**src/assert_macros.svh**
```systemverilog
// Assertion macros shared by the RTL files of the keyed store.
// Every macro samples on the rising edge of clk and is disabled while rst is high.
`ifndef ASSERT_MACROS_SVH
`define ASSERT_MACROS_SVH

// The property must hold at every sampled edge outside reset.
`define KS_ASSERT(lbl, prop, msg) \
  lbl: assert property (@(posedge clk) disable iff (rst) (prop)) else $error(msg);

// The expression must never be true at a sampled edge outside reset.
`define KS_ASSERT_NEVER(lbl, expr, msg) \
  `KS_ASSERT(lbl, !(expr), msg)

`endif

```
**src/kslru_pkg.sv**
```systemverilog
// Shared constants and types for the keyed store with least-recently-set eviction.
// Used by the interfaces, the entry cell, the controller and the top level.
package kslru_pkg;

  localparam int ENTRIES   = 32;
  localparam int IDX_W     = $clog2(ENTRIES);
  localparam int CNT_W     = $clog2(ENTRIES + 1);
  localparam int KEY_W     = 64;
  localparam int VAL_W     = 64;
  localparam int STAMP_W   = 64;
  localparam int LIMIT_W   = 6;
  localparam int LIM_CMP_W = (CNT_W > LIMIT_W) ? CNT_W : LIMIT_W;

  localparam logic [LIMIT_W-1:0] LIMIT_RESET = LIMIT_W'(30);

  localparam logic MODE_LOOKUP = 1'b0;
  localparam logic MODE_SET    = 1'b1;

  // Running summary handed from cell to cell along the chain.
  typedef struct packed {
    logic               hit;
    logic [IDX_W-1:0]   hit_idx;
    logic [VAL_W-1:0]   hit_value;
    logic [CNT_W-1:0]   count;
    logic               free_found;
    logic [IDX_W-1:0]   free_idx;
    logic               victim_found;
    logic [IDX_W-1:0]   victim_idx;
    logic [STAMP_W-1:0] victim_stamp;
  } scan_t;

  // Update broadcast from the controller to all cells.
  typedef struct packed {
    logic               en;
    logic [IDX_W-1:0]   idx;
    logic [KEY_W-1:0]   key;
    logic [VAL_W-1:0]   value;
    logic [STAMP_W-1:0] stamp;
    logic               clr_en;
    logic [IDX_W-1:0]   clr_idx;
  } wr_t;

  localparam scan_t SCAN_INIT = '0;

endpackage

```
**src/kslru_cell.sv**
```systemverilog
// One entry of the store: holds valid, key, value and stamp, and folds itself
// into the scan summary passed along the chain. Depends on kslru_pkg.
module kslru_cell (
  input  logic                     clk,
  input  logic                     rst,
  input  logic [kslru_pkg::IDX_W-1:0] cell_idx,
  input  logic [kslru_pkg::KEY_W-1:0] req_key,
  input  kslru_pkg::wr_t           wr,
  input  kslru_pkg::scan_t         scan_in,
  output kslru_pkg::scan_t         scan_out,
  output logic                     valid
);
  import kslru_pkg::*;

  logic [KEY_W-1:0]   key;
  logic [VAL_W-1:0]   value;
  logic [STAMP_W-1:0] stamp;
  logic               match;
  scan_t              scan_next;

  assign match = valid && (key == req_key);

  always_comb begin
    scan_next = scan_in;
    if (match && !scan_in.hit) begin
      scan_next.hit       = 1'b1;
      scan_next.hit_idx   = cell_idx;
      scan_next.hit_value = value;
    end
    scan_next.count = scan_in.count + CNT_W'(valid);
    if (!valid && !scan_in.free_found) begin
      scan_next.free_found = 1'b1;
      scan_next.free_idx   = cell_idx;
    end
    // Strict compare keeps the earlier cell on equal stamps.
    if (valid && (!scan_in.victim_found || (stamp < scan_in.victim_stamp))) begin
      scan_next.victim_found = 1'b1;
      scan_next.victim_idx   = cell_idx;
      scan_next.victim_stamp = stamp;
    end
  end

  always_ff @(posedge clk) begin
    scan_out <= scan_next;
  end

  // An insert into the slot just evicted must win over the clear.
  always_ff @(posedge clk) begin
    if (rst) begin
      valid <= 1'b0;
    end else begin
      if (wr.clr_en && (wr.clr_idx == cell_idx)) begin
        valid <= 1'b0;
      end
      if (wr.en && (wr.idx == cell_idx)) begin
        valid <= 1'b1;
      end
    end
  end

  always_ff @(posedge clk) begin
    if (wr.en && (wr.idx == cell_idx)) begin
      key   <= wr.key;
      value <= wr.value;
      stamp <= wr.stamp;
    end
  end

endmodule

```
**config.mk**
```make
export PLATFORM = sky130hd
export DESIGN_NAME = kslru_cell
export DESIGN_NICKNAME = d
export VERILOG_FILES = /design/src/assert_macros.svh /design/src/kslru_pkg.sv /design/src/kslru_cell.sv
export SDC_FILE = /design/constraint.sdc
export NUM_CORES = 1
export LEC_CHECK = 0
export ABC_AREA = 1
export BUFFER_PORTS_ARGS = -buffer_cell sky130_fd_sc_hd__buf_2
export CAP_MARGIN = 20
export CORE_AREA = 2 2 226 228
export DETAILED_ROUTE_END_ITERATION = 8
export DIE_AREA = 0 0 228 230
export GPL_ROUTABILITY_DRIVEN = 0
export PLACE_DENSITY = 0.54
export SYNTH_ARGS = -nofsm -noshare
export SYNTH_HDL_FRONTEND = slang
export SYNTH_SLANG_ARGS = --single-unit
```
**constraint.sdc**
```tcl
create_clock -name clk -period 19.7 [get_ports clk]
set_clock_uncertainty 0.1 [all_clocks]
set_input_delay 0.985 -clock clk [delete_from_list [all_inputs] [get_ports clk]]
set_output_delay 0.985 -clock clk [all_outputs]
set_load 0.01 [all_outputs]
```
==> impl_metrics.py, run 1 <==
metrics = {
    "synthesis": {
        "ys.flop_type": "edfxtp_1",
        "yosysMostFrequentCell": "nand2_1",
        "synth_area_per_cell_um2": 9.988,
        "synth.distinct_cells": 32,
        "synth_area_leader_cell": "edfxtp_1",
        "syn_area_mm2": 0.01400,
        "seq_area_frac_synth": 0.6305,
        "ys_warn_count": 0,
        "synth_top_area_frac": 0.4117,
        "synthTopCellsByArea": "edfxtp_1 41%, dfxtp_1 22%, nand2_1 12%, ha_1 5.8%, inv_1 4.0%",
        "synth-edff-count": 192,
        "syn-num-nets": 1894,
        "async_flop_share": 0,
        "syn_inst": 1402,
        "synth_seq_cells": 345,
        "synthTopCellsByCount": "458 x nand2_1, 192 x edfxtp_1, 153 x dfxtp_1",
    },
    "power": {
        "power_frac_seq": 0.474,
        "comb_power_share": 0.090,
        "p_sw_frac": 0.2340,
        "internal_power_mw": 1.294,
        "power_switching_mw": 0.3953,
        "powerDensity_mw_per_mm2": 89.13,
        "ir_worst_vdd_mv": 0.06803,
        "total_power_mw": 1.689,
        "leakagePower_nw": 9.201,
        "clockPowerShare": 0.436,
    },
    "cells_and_area": {
        "multiInputGateArea_mm2": 0.004436,
        "fin_nets": 2487,
        "syn_to_final_growth_pct": 35.32,
        "final_layout_size_suffix_gt1_frac": 0.3310,
        "seq_area_mm2": 0.008832,
        "fill_cells": 5098,
    },
    "setup_path": {
        "path_cells": "buf_2 > inv_1 > o21ai_0 > a21oi_1 > nand4_1 > nor3b_2 > buf_4 > buf_4",
        "cp-start-kind": "input port",
        "path_buf_inv": 4,
        "cp_slowest_cell": "buf_4",
        "r2r_slack_ps": 16480,
        "worstSetupPathType": "input port to flop",
        "cpPeakStageDelay_ps": 830,
        "end_kind": "flop",
        "cp.arrival_ps": 3380,
        "cp_max_fo": 67,
        "critical_path.top_delay_family": "buffers and inverters",
        "critPathRequiredTime_ps": 19760,
        "cp_common_cell": "buf_4",
    },
    "global_routing": {
        "grt_max_degree": 70,
        "grt_pass1_vias": 11851,
        "grt_usage": 0.1771,
        "grt-ovfl-total": 0,
        "grt_pass1_wl_mm": 70.58,
        "antenna_found_initial": 15,
    },
    "placement": {
        "port_buffers": 579,
        "place.detailed.hpwl_mm": 37.37,
    },
    "timing": {
        "worst_pin_slew_ps": 959.8,
        "tns_ps": 0,
        "fmax_ghz": 0.3011,
        "fin_crit_sh": 0.1686,
        "fin_crit_ps": 3321,
        "final-hold-violation-count": 0,
        "setup_viol": 0,
        "relSlewSlack": 0.3601,
        "slew_viol_final": 0,
        "rsz0062_at_grt": "false",
    },
    "detailed_routing": {
        "drc": 0,
        "ant_nets": 0,
        "dr_total_vias": 11821,
        "dr.pass1.iters": 5,
        "drt_wl_total_mm": 48.28,
        "drtIter0Drc": 558,
        "wl_per_cell_um": 17.85,
        "via_per_inst": 4.370,
    },
    "outcome": {
        "status": "completed",
    },
    "clock_network": {
        "post-cts-setup-buffers": 0,
        "cts_sinks": 345,
        "cts_hold_buf": 0,
        "cts_resized": 0,
        "htreeDepth": 2,
        "clockBufferDepth": 3,
        "insertion_delay_ps": 550,
        "cts.reportedPaths.clkPinSlew_ps": 60,
        "root_buffer": "clkbuf_16",
        "numCtsBuffers": 40,
        "cts_tree": "done",
    },
    "floorplanning": {
        "die_x_um": 228,
        "ioPinCount": 580,
        "initial_core_util": 0.2808,
        "dieHeight_um": 230,
        "rows": 82,
        "core_area_mm2": 0.04986,
        "die_area_mm2": 0.05244,
    },
    "hold_path": {
        "hold_class": "flop to flop",
    },
    "flow_run": {
        "cap_violations": 0,
    },
}
## path summary, 6_finish.rpt
check                   start           end  cells after the start
hold / removal      value[10]  scan_out[92]                      2
setup / recovery  cell_idx[0]     value[21]                      8
hold reg to reg     value[10]  scan_out[92]                      2
setup reg to reg    stamp[51]  scan_out[51]                     12
## layer usage
layer | track usage | wire (um) | share of wire | vias to the layer above
met3 | 0.06076 | 4244 | 0.088 | 83
met2 | 0.3116 | 23960 | 0.50 | 488
met5 | 0 | 130 | 0.0027 | -
li1 | - | - | - | 5777
met4 | 0.05188 | 1073 | 0.022 | 18
met1 | 0.2031 | 18880 | 0.39 | 5455
## power by group through the flow
stage	logic (mW)	clock network [mW]	registers [mW]
4_1_cts	0.155	0.762	0.800
5_1_grt	0.170	0.790	0.803
2_1_floorplan	0.0539	0	0.825
6_report	0.153	0.736	0.800
3_5_place_dp	0.154	0	0.815
3_3_place_gp	0.151	0	0.815
## cells by family (layout without fill, tap and decap cells)
logic type / after synthesis / in the layout / synth area share
adder cells (fa/ha/maj): 65 / 65 / 0.05808
AO/OA/AOI/OAI: 58 / 58 / 0.02135
multiplexers: 3 / 3 / 0.002412
XOR/XNOR: 34 / 34 / 0.02127
flip-flops: 345 / 345 / 0.6305
other: 0 / 6 / 0
buffers and inverters: 187 / 812 / 0.05370
AND/OR/NAND/NOR: 710 / 710 / 0.2127
## metrics by stage
step	worst slack, ps	instance area [um2]	utilization	std cells	hold slack, ps
floorplan	3367	14000	-	1402	319.0
global placement	15630	17630	0.3536	2625	323.8
detailed placement	15600	17630	0.3536	2625	326.1
CTS	16200	18930	0.3797	2699	337.3
global route	16070	18940	0.3799	2703	340.2
finish	16380	18950	0.3800	2705	325.0
## cell type report
class                      instances  area share
tap                              672     0.04437
clock buffer                      59     0.06141
timing repair buffer             587      0.1561
inverter                         151     0.02991
antenna                            6   0.0007923
clock inverter                    15    0.007263
multi-input combinational        870      0.2341
sequential                       345      0.4661
## worst register-to-register path, stage by stage (launching register included)
cell	delay, ps
edfxtp_1	460
ha_1	360
nand4_1	180
nor3_1	190
nand2_1	110
nor3_1	370
nand2_1	100
nand2_1	80
nand2_2	60
nand2_2	160
buf_4	620
nand2_1	270
nand2_1	100
## cell usage in the layout (no fill, tap or decap), types with 6 or more instances in the layout
master / netlist / final
buf_2: 10 / 579
nand2_1: 458 / 457
edfxtp_1: 192 / 192
dfxtp_1: 153 / 152
inv_1: 151 / 151
nor2_1: 84 / 84
nand3_1: 81 / 80
ha_1: 65 / 65
clkbuf_16: 0 / 41
a21oi_1: 37 / 37
nand4_1: 25 / 25
nor3_1: 22 / 22
xor2_1: 19 / 19
o21ai_0: 17 / 17
xnor2_1: 15 / 15
or2_2: 14 / 14
clkbuf_1: 17 / 11
nor4_1: 9 / 9
buf_4: 6 / 8
nor3b_1: 8 / 7
clkinv_2: 0 / 7
clkbuf_8: 0 / 7
diode_2: 0 / 6
## registers in the layout (all words and copies together) (netlist names)
register,count
key,64
stamp,64
valid,1
value,64
scan_out,152
Power figures use the tool's default switching activity.
==> inputs of run 2 (changes only) <==
clock period = 3.2 ns   (was 19.7 ns; I/O delays follow)
==> run 2 against run 1 <==
  * Largest power group is now the clock network
  * Clock-buffer cell count decreased by 2
  * Register-to-register slack worse by 16000 ps
  * Sequential cell count stayed put
  * Hold slack lost 280 ps
  * Cell count is 13% higher
  * Sequential power grew to 6.2 times the previous value
  * Clock power grew to 6.7 times the previous value
  * Highest routed layer unchanged
  * Largest cell class unchanged
  * Routed wire length up 10%
==> impl_metrics.py, run 2 (same netlist as run 1, synthesis figures left out) <==
metrics = {
    "floorplanning": {
        "core_area_mm2": 0.04986,
        "die_x_um": 228,
        "rows": 82,
        "die_area_mm2": 0.05244,
        "ioPinCount": 580,
        "initial_core_util": 0.2808,
        "dieHeight_um": 230,
    },
    "placement": {
        "pre_cts_slack_ps": 667.8,
        "place.detailed.hpwl_mm": 37.95,
        "port_buffers": 579,
        "dp.cells": 2627,
    },
    "detailed_routing": {
        "drtIter0Drc": 744,
        "wl_per_cell_um": 17.36,
        "drc": 0,
        "drt_wl_total_mm": 53.26,
        "via_per_inst": 4.382,
        "dr_total_vias": 13444,
        "ant_nets": 0,
        "dr.pass1.iters": 7,
    },
    "cells_and_area": {
        "fin_nets": 2852,
        "most-common-layout-cells": "579 x buf_2, 457 x nand2_1, 362 x dlygate4sd3_1, 192 x edfxtp_1, 152 x dfxtp_1",
        "final_layout_size_suffix_gt1_frac": 0.2864,
        "fill_cells": 4709,
        "largest_reg_flops": 152,
        "syn_to_final_growth_pct": 63.03,
        "final_common_cell": "buf_2",
        "regMostFlops": "scan_out",
        "finalNonFillerCells": 3068,
    },
    "global_routing": {
        "grt_pass1_vias": 14209,
        "grt_max_degree": 126,
        "antenna_found_initial": 7,
        "grt-ovfl-total": 0,
        "grt_pass1_wl_mm": 78.80,
        "grt_usage": 0.1947,
    },
    "timing": {
        "fmax_ghz": 0.3332,
        "setup_viol": 0,
        "setup_ws_ps": 198.9,
        "hold_ws_ps": 48.57,
        "tns_ps": 0,
        "fin_crit_sh": 0.9378,
        "final-hold-violation-count": 0,
        "rsz0062_at_grt": "false",
        "relSlewSlack": 0.4255,
        "slew_viol_final": 0,
        "fin_crit_ps": 3001,
        "worst_pin_slew_ps": 861.8,
    },
    "hold_path": {
        "hold_class": "input port to flop",
    },
    "setup_path": {
        "worstSetupPathType": "flop to flop",
        "critPathRequiredTime_ps": 3530,
        "end_kind": "flop",
        "r2r_slack_ps": 200,
        "cp.arrival_ps": 3330,
        "endpoint": "scan_out[66]",
        "rr_worst_depth": 17,
        "cp_max_fo": 31,
        "startpoint": "stamp[5]",
        "r2r_start": "stamp[5]",
        "timing.rr.end": "scan_out[66]",
        "cp-start-kind": "flop",
    },
    "clock_network": {
        "post-cts-setup-buffers": 0,
        "clockBufferDepth": 3,
        "insertion_delay_ps": 550,
        "htreeDepth": 2,
        "root_buffer": "clkbuf_16",
        "numCtsBuffers": 40,
        "cts_sinks": 345,
        "cts.reportedPaths.clkPinSlew_ps": 60,
        "cts_tree": "done",
    },
    "power": {
        "ir_worst_vdd_mv": 0.3838,
        "leakagePower_nw": 10.83,
        "powerDensity_mw_per_mm2": 491.4,
        "total_power_mw": 11.22,
    },
    "flow_run": {
        "cap_violations": 0,
    },
    "outcome": {
        "status": "completed",
    },
}
[run 2: worst min-delay path by stage]
stage                 from           end  slack [ps]  depth (start not counted)
6_report       cell_idx[4]  scan_out[68]          50                          4
5_1_grt        cell_idx[4]  scan_out[68]          50                          4
4_1_cts        cell_idx[4]  scan_out[68]          20                          4
3_5_place_dp           rst         valid         230                          2
3_3_place_gp           rst         valid         220                          2
2_1_floorplan          rst         valid         130                          1
[run 2: layer usage]
layer | up-vias | global-route usage | part of all wire
li1 | 6494 | - | -
met1 | 6198 | 0.2168 | 0.38
met2 | 627 | 0.3532 | 0.50
met3 | 121 | 0.05134 | 0.084
met4 | 4 | 0.07721 | 0.035
met5 | - | 0 | 0.00045
[run 2: worst max-delay path, cell delays in order, from the launching register on]
cell and delay [ps]:
edfxtp_1 430, ha_1 320, a21oi_1 140, nor2_1 60, nor3_1 130, nand2_1 80
nand2_1 50, nand2_1 70, nand2_1 70, nand2_1 110, nand2_1 80, nand2_1 80
nand2_2 140, nand2_2 80, buf_8 210, nand2_1 90, nand2_1 50, dlygate4sd3_1 550
[run 2: cell type report]
type | instances | area (um2) | share of cell area
clock buffers | 57 | 1219 | 0.05338
well taps | 672 | 840.8 | 0.03683
repair buffers | 952 | 6679 | 0.2926
multi-input cells | 870 | 4447 | 0.1948
inverters | 151 | 574.3 | 0.02516
diodes | 4 | 10.01 | 0.0004385
clock inverters | 17 | 227.7 | 0.009975
flip-flops and latches | 345 | 8832 | 0.3869
[run 2: report_power, final]
group	internal (mW)	switching, mW
logic	0.721	0.623
registers	4.86	0.0718
clock network	3.06	1.88
total	8.64	2.58
[run 2: metrics by stage]
step / instance area (um2) / util
floorplan: 14020 / -
global placement: 17710 / 0.3552
detailed placement: 17710 / 0.3552
CTS: 22780 / 0.4569
global route: 22830 / 0.4578
finish: 22830 / 0.4578
[run 2: repair_timing]
item | CTS | global route
hold endpoints to repair | 345 | 0
endpoints found under the setup margin | 0 | 4
gates resized for setup | 0 | 3
hold buffers | 362 | 0
==> inputs of run 3 (changes only) <==
ABC_AREA = not set   (was 1)
CORE_AREA = 2 2 222 224   (was 2 2 226 228)
DIE_AREA = 0 0 224 226   (was 0 0 228 230)
PLACE_DENSITY = 0.6   (was 0.54)
==> run 3 against run 2 <==
  * Area after synthesis rose by 13%
  * Register-to-register slack lost 70 ps
  * Cell count is 1.6% lower
  * Largest cell class unchanged
==> impl_metrics.py, run 3 <==
metrics = {
    "timing": {
        "setup_viol": 0,
        "tns_ps": 0,
        "slew_viol_final": 0,
        "hold_ws_ps": 167.4,
        "fin_crit_sh": 0.9592,
        "relSlewSlack": 0.5382,
        "rsz0062_at_grt": "false",
        "fmax_ghz": 0.3258,
        "worst_pin_slew_ps": 690.1,
        "fin_crit_ps": 3069,
        "final-hold-violation-count": 0,
    },
    "detailed_routing": {
        "wl_per_cell_um": 20.85,
        "drtIter0Drc": 1078,
        "drc": 0,
        "dr.pass1.iters": 5,
        "ant_nets": 0,
        "via_per_inst": 5.142,
        "drt_wl_total_mm": 62.95,
        "dr_total_vias": 15525,
    },
    "cells_and_area": {
        "final_layout_size_suffix_gt1_frac": 0.3280,
        "post-route-util": 0.5116,
        "regMostFlops": "scan_out",
        "fill_cells": 4116,
        "most-common-layout-cells": "579 x buf_2, 361 x dlygate4sd3_1, 192 x edfxtp_1, 153 x dfxtp_1, 141 x nand2_1",
        "fin_nets": 2846,
        "multiInputGateArea_mm2": 0.006321,
        "largest_reg_flops": 152,
        "final_common_cell": "buf_2",
        "syn_to_final_growth_pct": 56.11,
        "seq_area_mm2": 0.008828,
    },
    "floorplanning": {
        "initial_core_util": 0.3277,
        "rows": 81,
        "ioPinCount": 580,
        "die_area_mm2": 0.05062,
        "die_x_um": 224,
        "core_area_mm2": 0.04834,
        "dieHeight_um": 226,
    },
    "synthesis": {
        "synth_area_per_cell_um2": 11.22,
        "synth_top_area_frac": 0.3640,
        "synth-edff-count": 192,
        "seq_area_frac_synth": 0.5573,
        "ys_warn_count": 0,
        "synth_seq_cells": 345,
        "synth_top_family_by_area": "simple AND/OR/NAND/NOR gates",
        "syn-num-nets": 1904,
        "syn_inst": 1412,
        "synthMuxAreaShare": 0.05260,
        "synth_area_leader_cell": "edfxtp_1",
        "yosysMostFrequentCell": "edfxtp_1",
        "synthAdderAreaFrac": 0.05134,
        "ys.flop_type": "edfxtp_1",
        "synthTopCellsByCount": "192 x edfxtp_1, 153 x dfxtp_1, 143 x nand2_1",
        "yosys.area_share.simple": 0.1305,
        "async_flop_share": 0,
        "synthTopCellsByArea": "edfxtp_1 36%, dfxtp_1 19%, ha_1 5.1%, mux2_2 4.8%, a41oi_1 3.8%",
        "yosys.area_share.xor_xnor": 0.03373,
        "synth.distinct_cells": 53,
        "synth_compound_area_frac": 0.1270,
        "syn_area_mm2": 0.01584,
    },
    "hold_path": {
        "holdPathStages": 2,
        "hold_end": "value[56]",
        "hold_path.startpoint": "wr[203]",
        "hold_class": "input port to flop",
    },
    "setup_path": {
        "cp_slowest_cell": "or3b_2",
        "worstSetupPathType": "flop to flop",
        "r2r_slack_ps": 130,
        "timing.rr.end": "scan_out[3]",
        "cp-start-kind": "flop",
        "rr_worst_depth": 9,
        "path_cells": "ha_1 > a21o_1 > a21o_1 > a21oi_1 > a211o_2 > buf_4 > a211oi_1 > a41oi_1 > or3b_2",
        "cpPeakStageDelay_ps": 460,
        "critPathRequiredTime_ps": 3520,
        "cp_max_fo": 35,
        "cp_common_cell": "a21o_1",
        "end_kind": "flop",
        "cp.arrival_ps": 3390,
        "r2r_start": "stamp[21]",
    },
    "placement": {
        "port_buffers": 579,
        "place.detailed.hpwl_mm": 42.61,
    },
    "global_routing": {
        "grt_pass1_wl_mm": 92.26,
        "antenna_found_initial": 9,
        "grt_usage": 0.2371,
        "grt_pass1_vias": 16266,
        "grt-ovfl-total": 0,
        "grt_max_degree": 65,
    },
    "flow_run": {
        "cap_violations": 0,
    },
    "clock_network": {
        "insertion_delay_ps": 570,
        "cts_tree": "done",
        "cts_sinks": 345,
        "numCtsBuffers": 41,
        "clockBufferDepth": 3,
        "htreeDepth": 2,
        "cts.reportedPaths.clkPinSlew_ps": 60,
        "root_buffer": "clkbuf_16",
    },
    "outcome": {
        "status": "completed",
    },
    "power": {
        "ir_worst_vdd_mv": 0.4024,
        "powerDensity_mw_per_mm2": 438.0,
        "leakagePower_nw": 10.67,
    },
}
## run 3: layout make-up
class                   instances  share of cell area
flip-flops and latches        345              0.3570
repair buffers                997              0.2905
multi-input cells             885              0.2556
clock buffers                  50             0.04538
well taps                     622             0.03147
inverters                      84             0.01275
clock inverters                26            0.006274
diodes                         10            0.001012
## run 3: where the power goes
part	total [mW]	leakage, nW	internal (mW)	switching [mW]
registers	4.92	3.02	4.85	0.0705
logic	1.44	7.02	0.782	0.657
clock network	4.47	0.627	2.52	1.95
total	10.8	10.7	8.15	2.68
## run 3: logic make-up (layout without fill, tap and decap cells)
family          after synthesis  count (layout)
compound gates              285             285
fa+ha+maj                    65              65
simple gates                400             400
xor+xnor                     61              61
other cells                   0              10
flops                       345             345
mux                          74              74
buf+inv                     182            1157
## run 3: through the flow
step	cell area, um2	setup slack, ps	std cells	power [mW]
after floorplan	15850	398.6	1412	5.433
after global placement	19780	124.6	2571	6.034
after detailed placement	19780	76.58	2571	6.057
after CTS	24670	38.27	3008	10.90
after global routing	24720	4.102	3016	11.20
final	24730	130.6	3019	10.83
## run 3: repair_timing
item,CTS,global route
endpoints found under the setup margin,0,62
resized for setup,0,4
setup buffers,0,1
hold buffers,361,0
endpoints found under the hold margin,345,0
## run 3: worst max-delay path, delay by kind of cell (launching register included)
| kind | cells | cell delay (ps) |
|---|---|---|
| adders and majority gates | 1 | 310 |
| DFF | 1 | 420 |
| AOI/OAI and AO/OA | 6 | 1190 |
| and+or+nand+nor | 1 | 460 |
| buffers and inverters | 1 | 430 |
## run 3: worst max-delay path by stage
stage	end	from	cells after the start
after detailed placement	scan_out[3]	stamp[63]	9
after global routing	scan_out[3]	stamp[21]	9
after CTS	scan_out[1]	stamp[63]	9
after global placement	scan_out[95]	key[36]	9
final	scan_out[3]	stamp[21]	9
after floorplan	scan_out[60]	stamp[15]	10
## run 3: layer usage
metal	vias to the layer above	part of all wire	track usage
met3	175	0.068	0.05530
met5	-	0.00017	0
met2	764	0.52	0.4289
li1	7129	-	-
met1	7455	0.37	0.2665
met4	2	0.039	0.1015
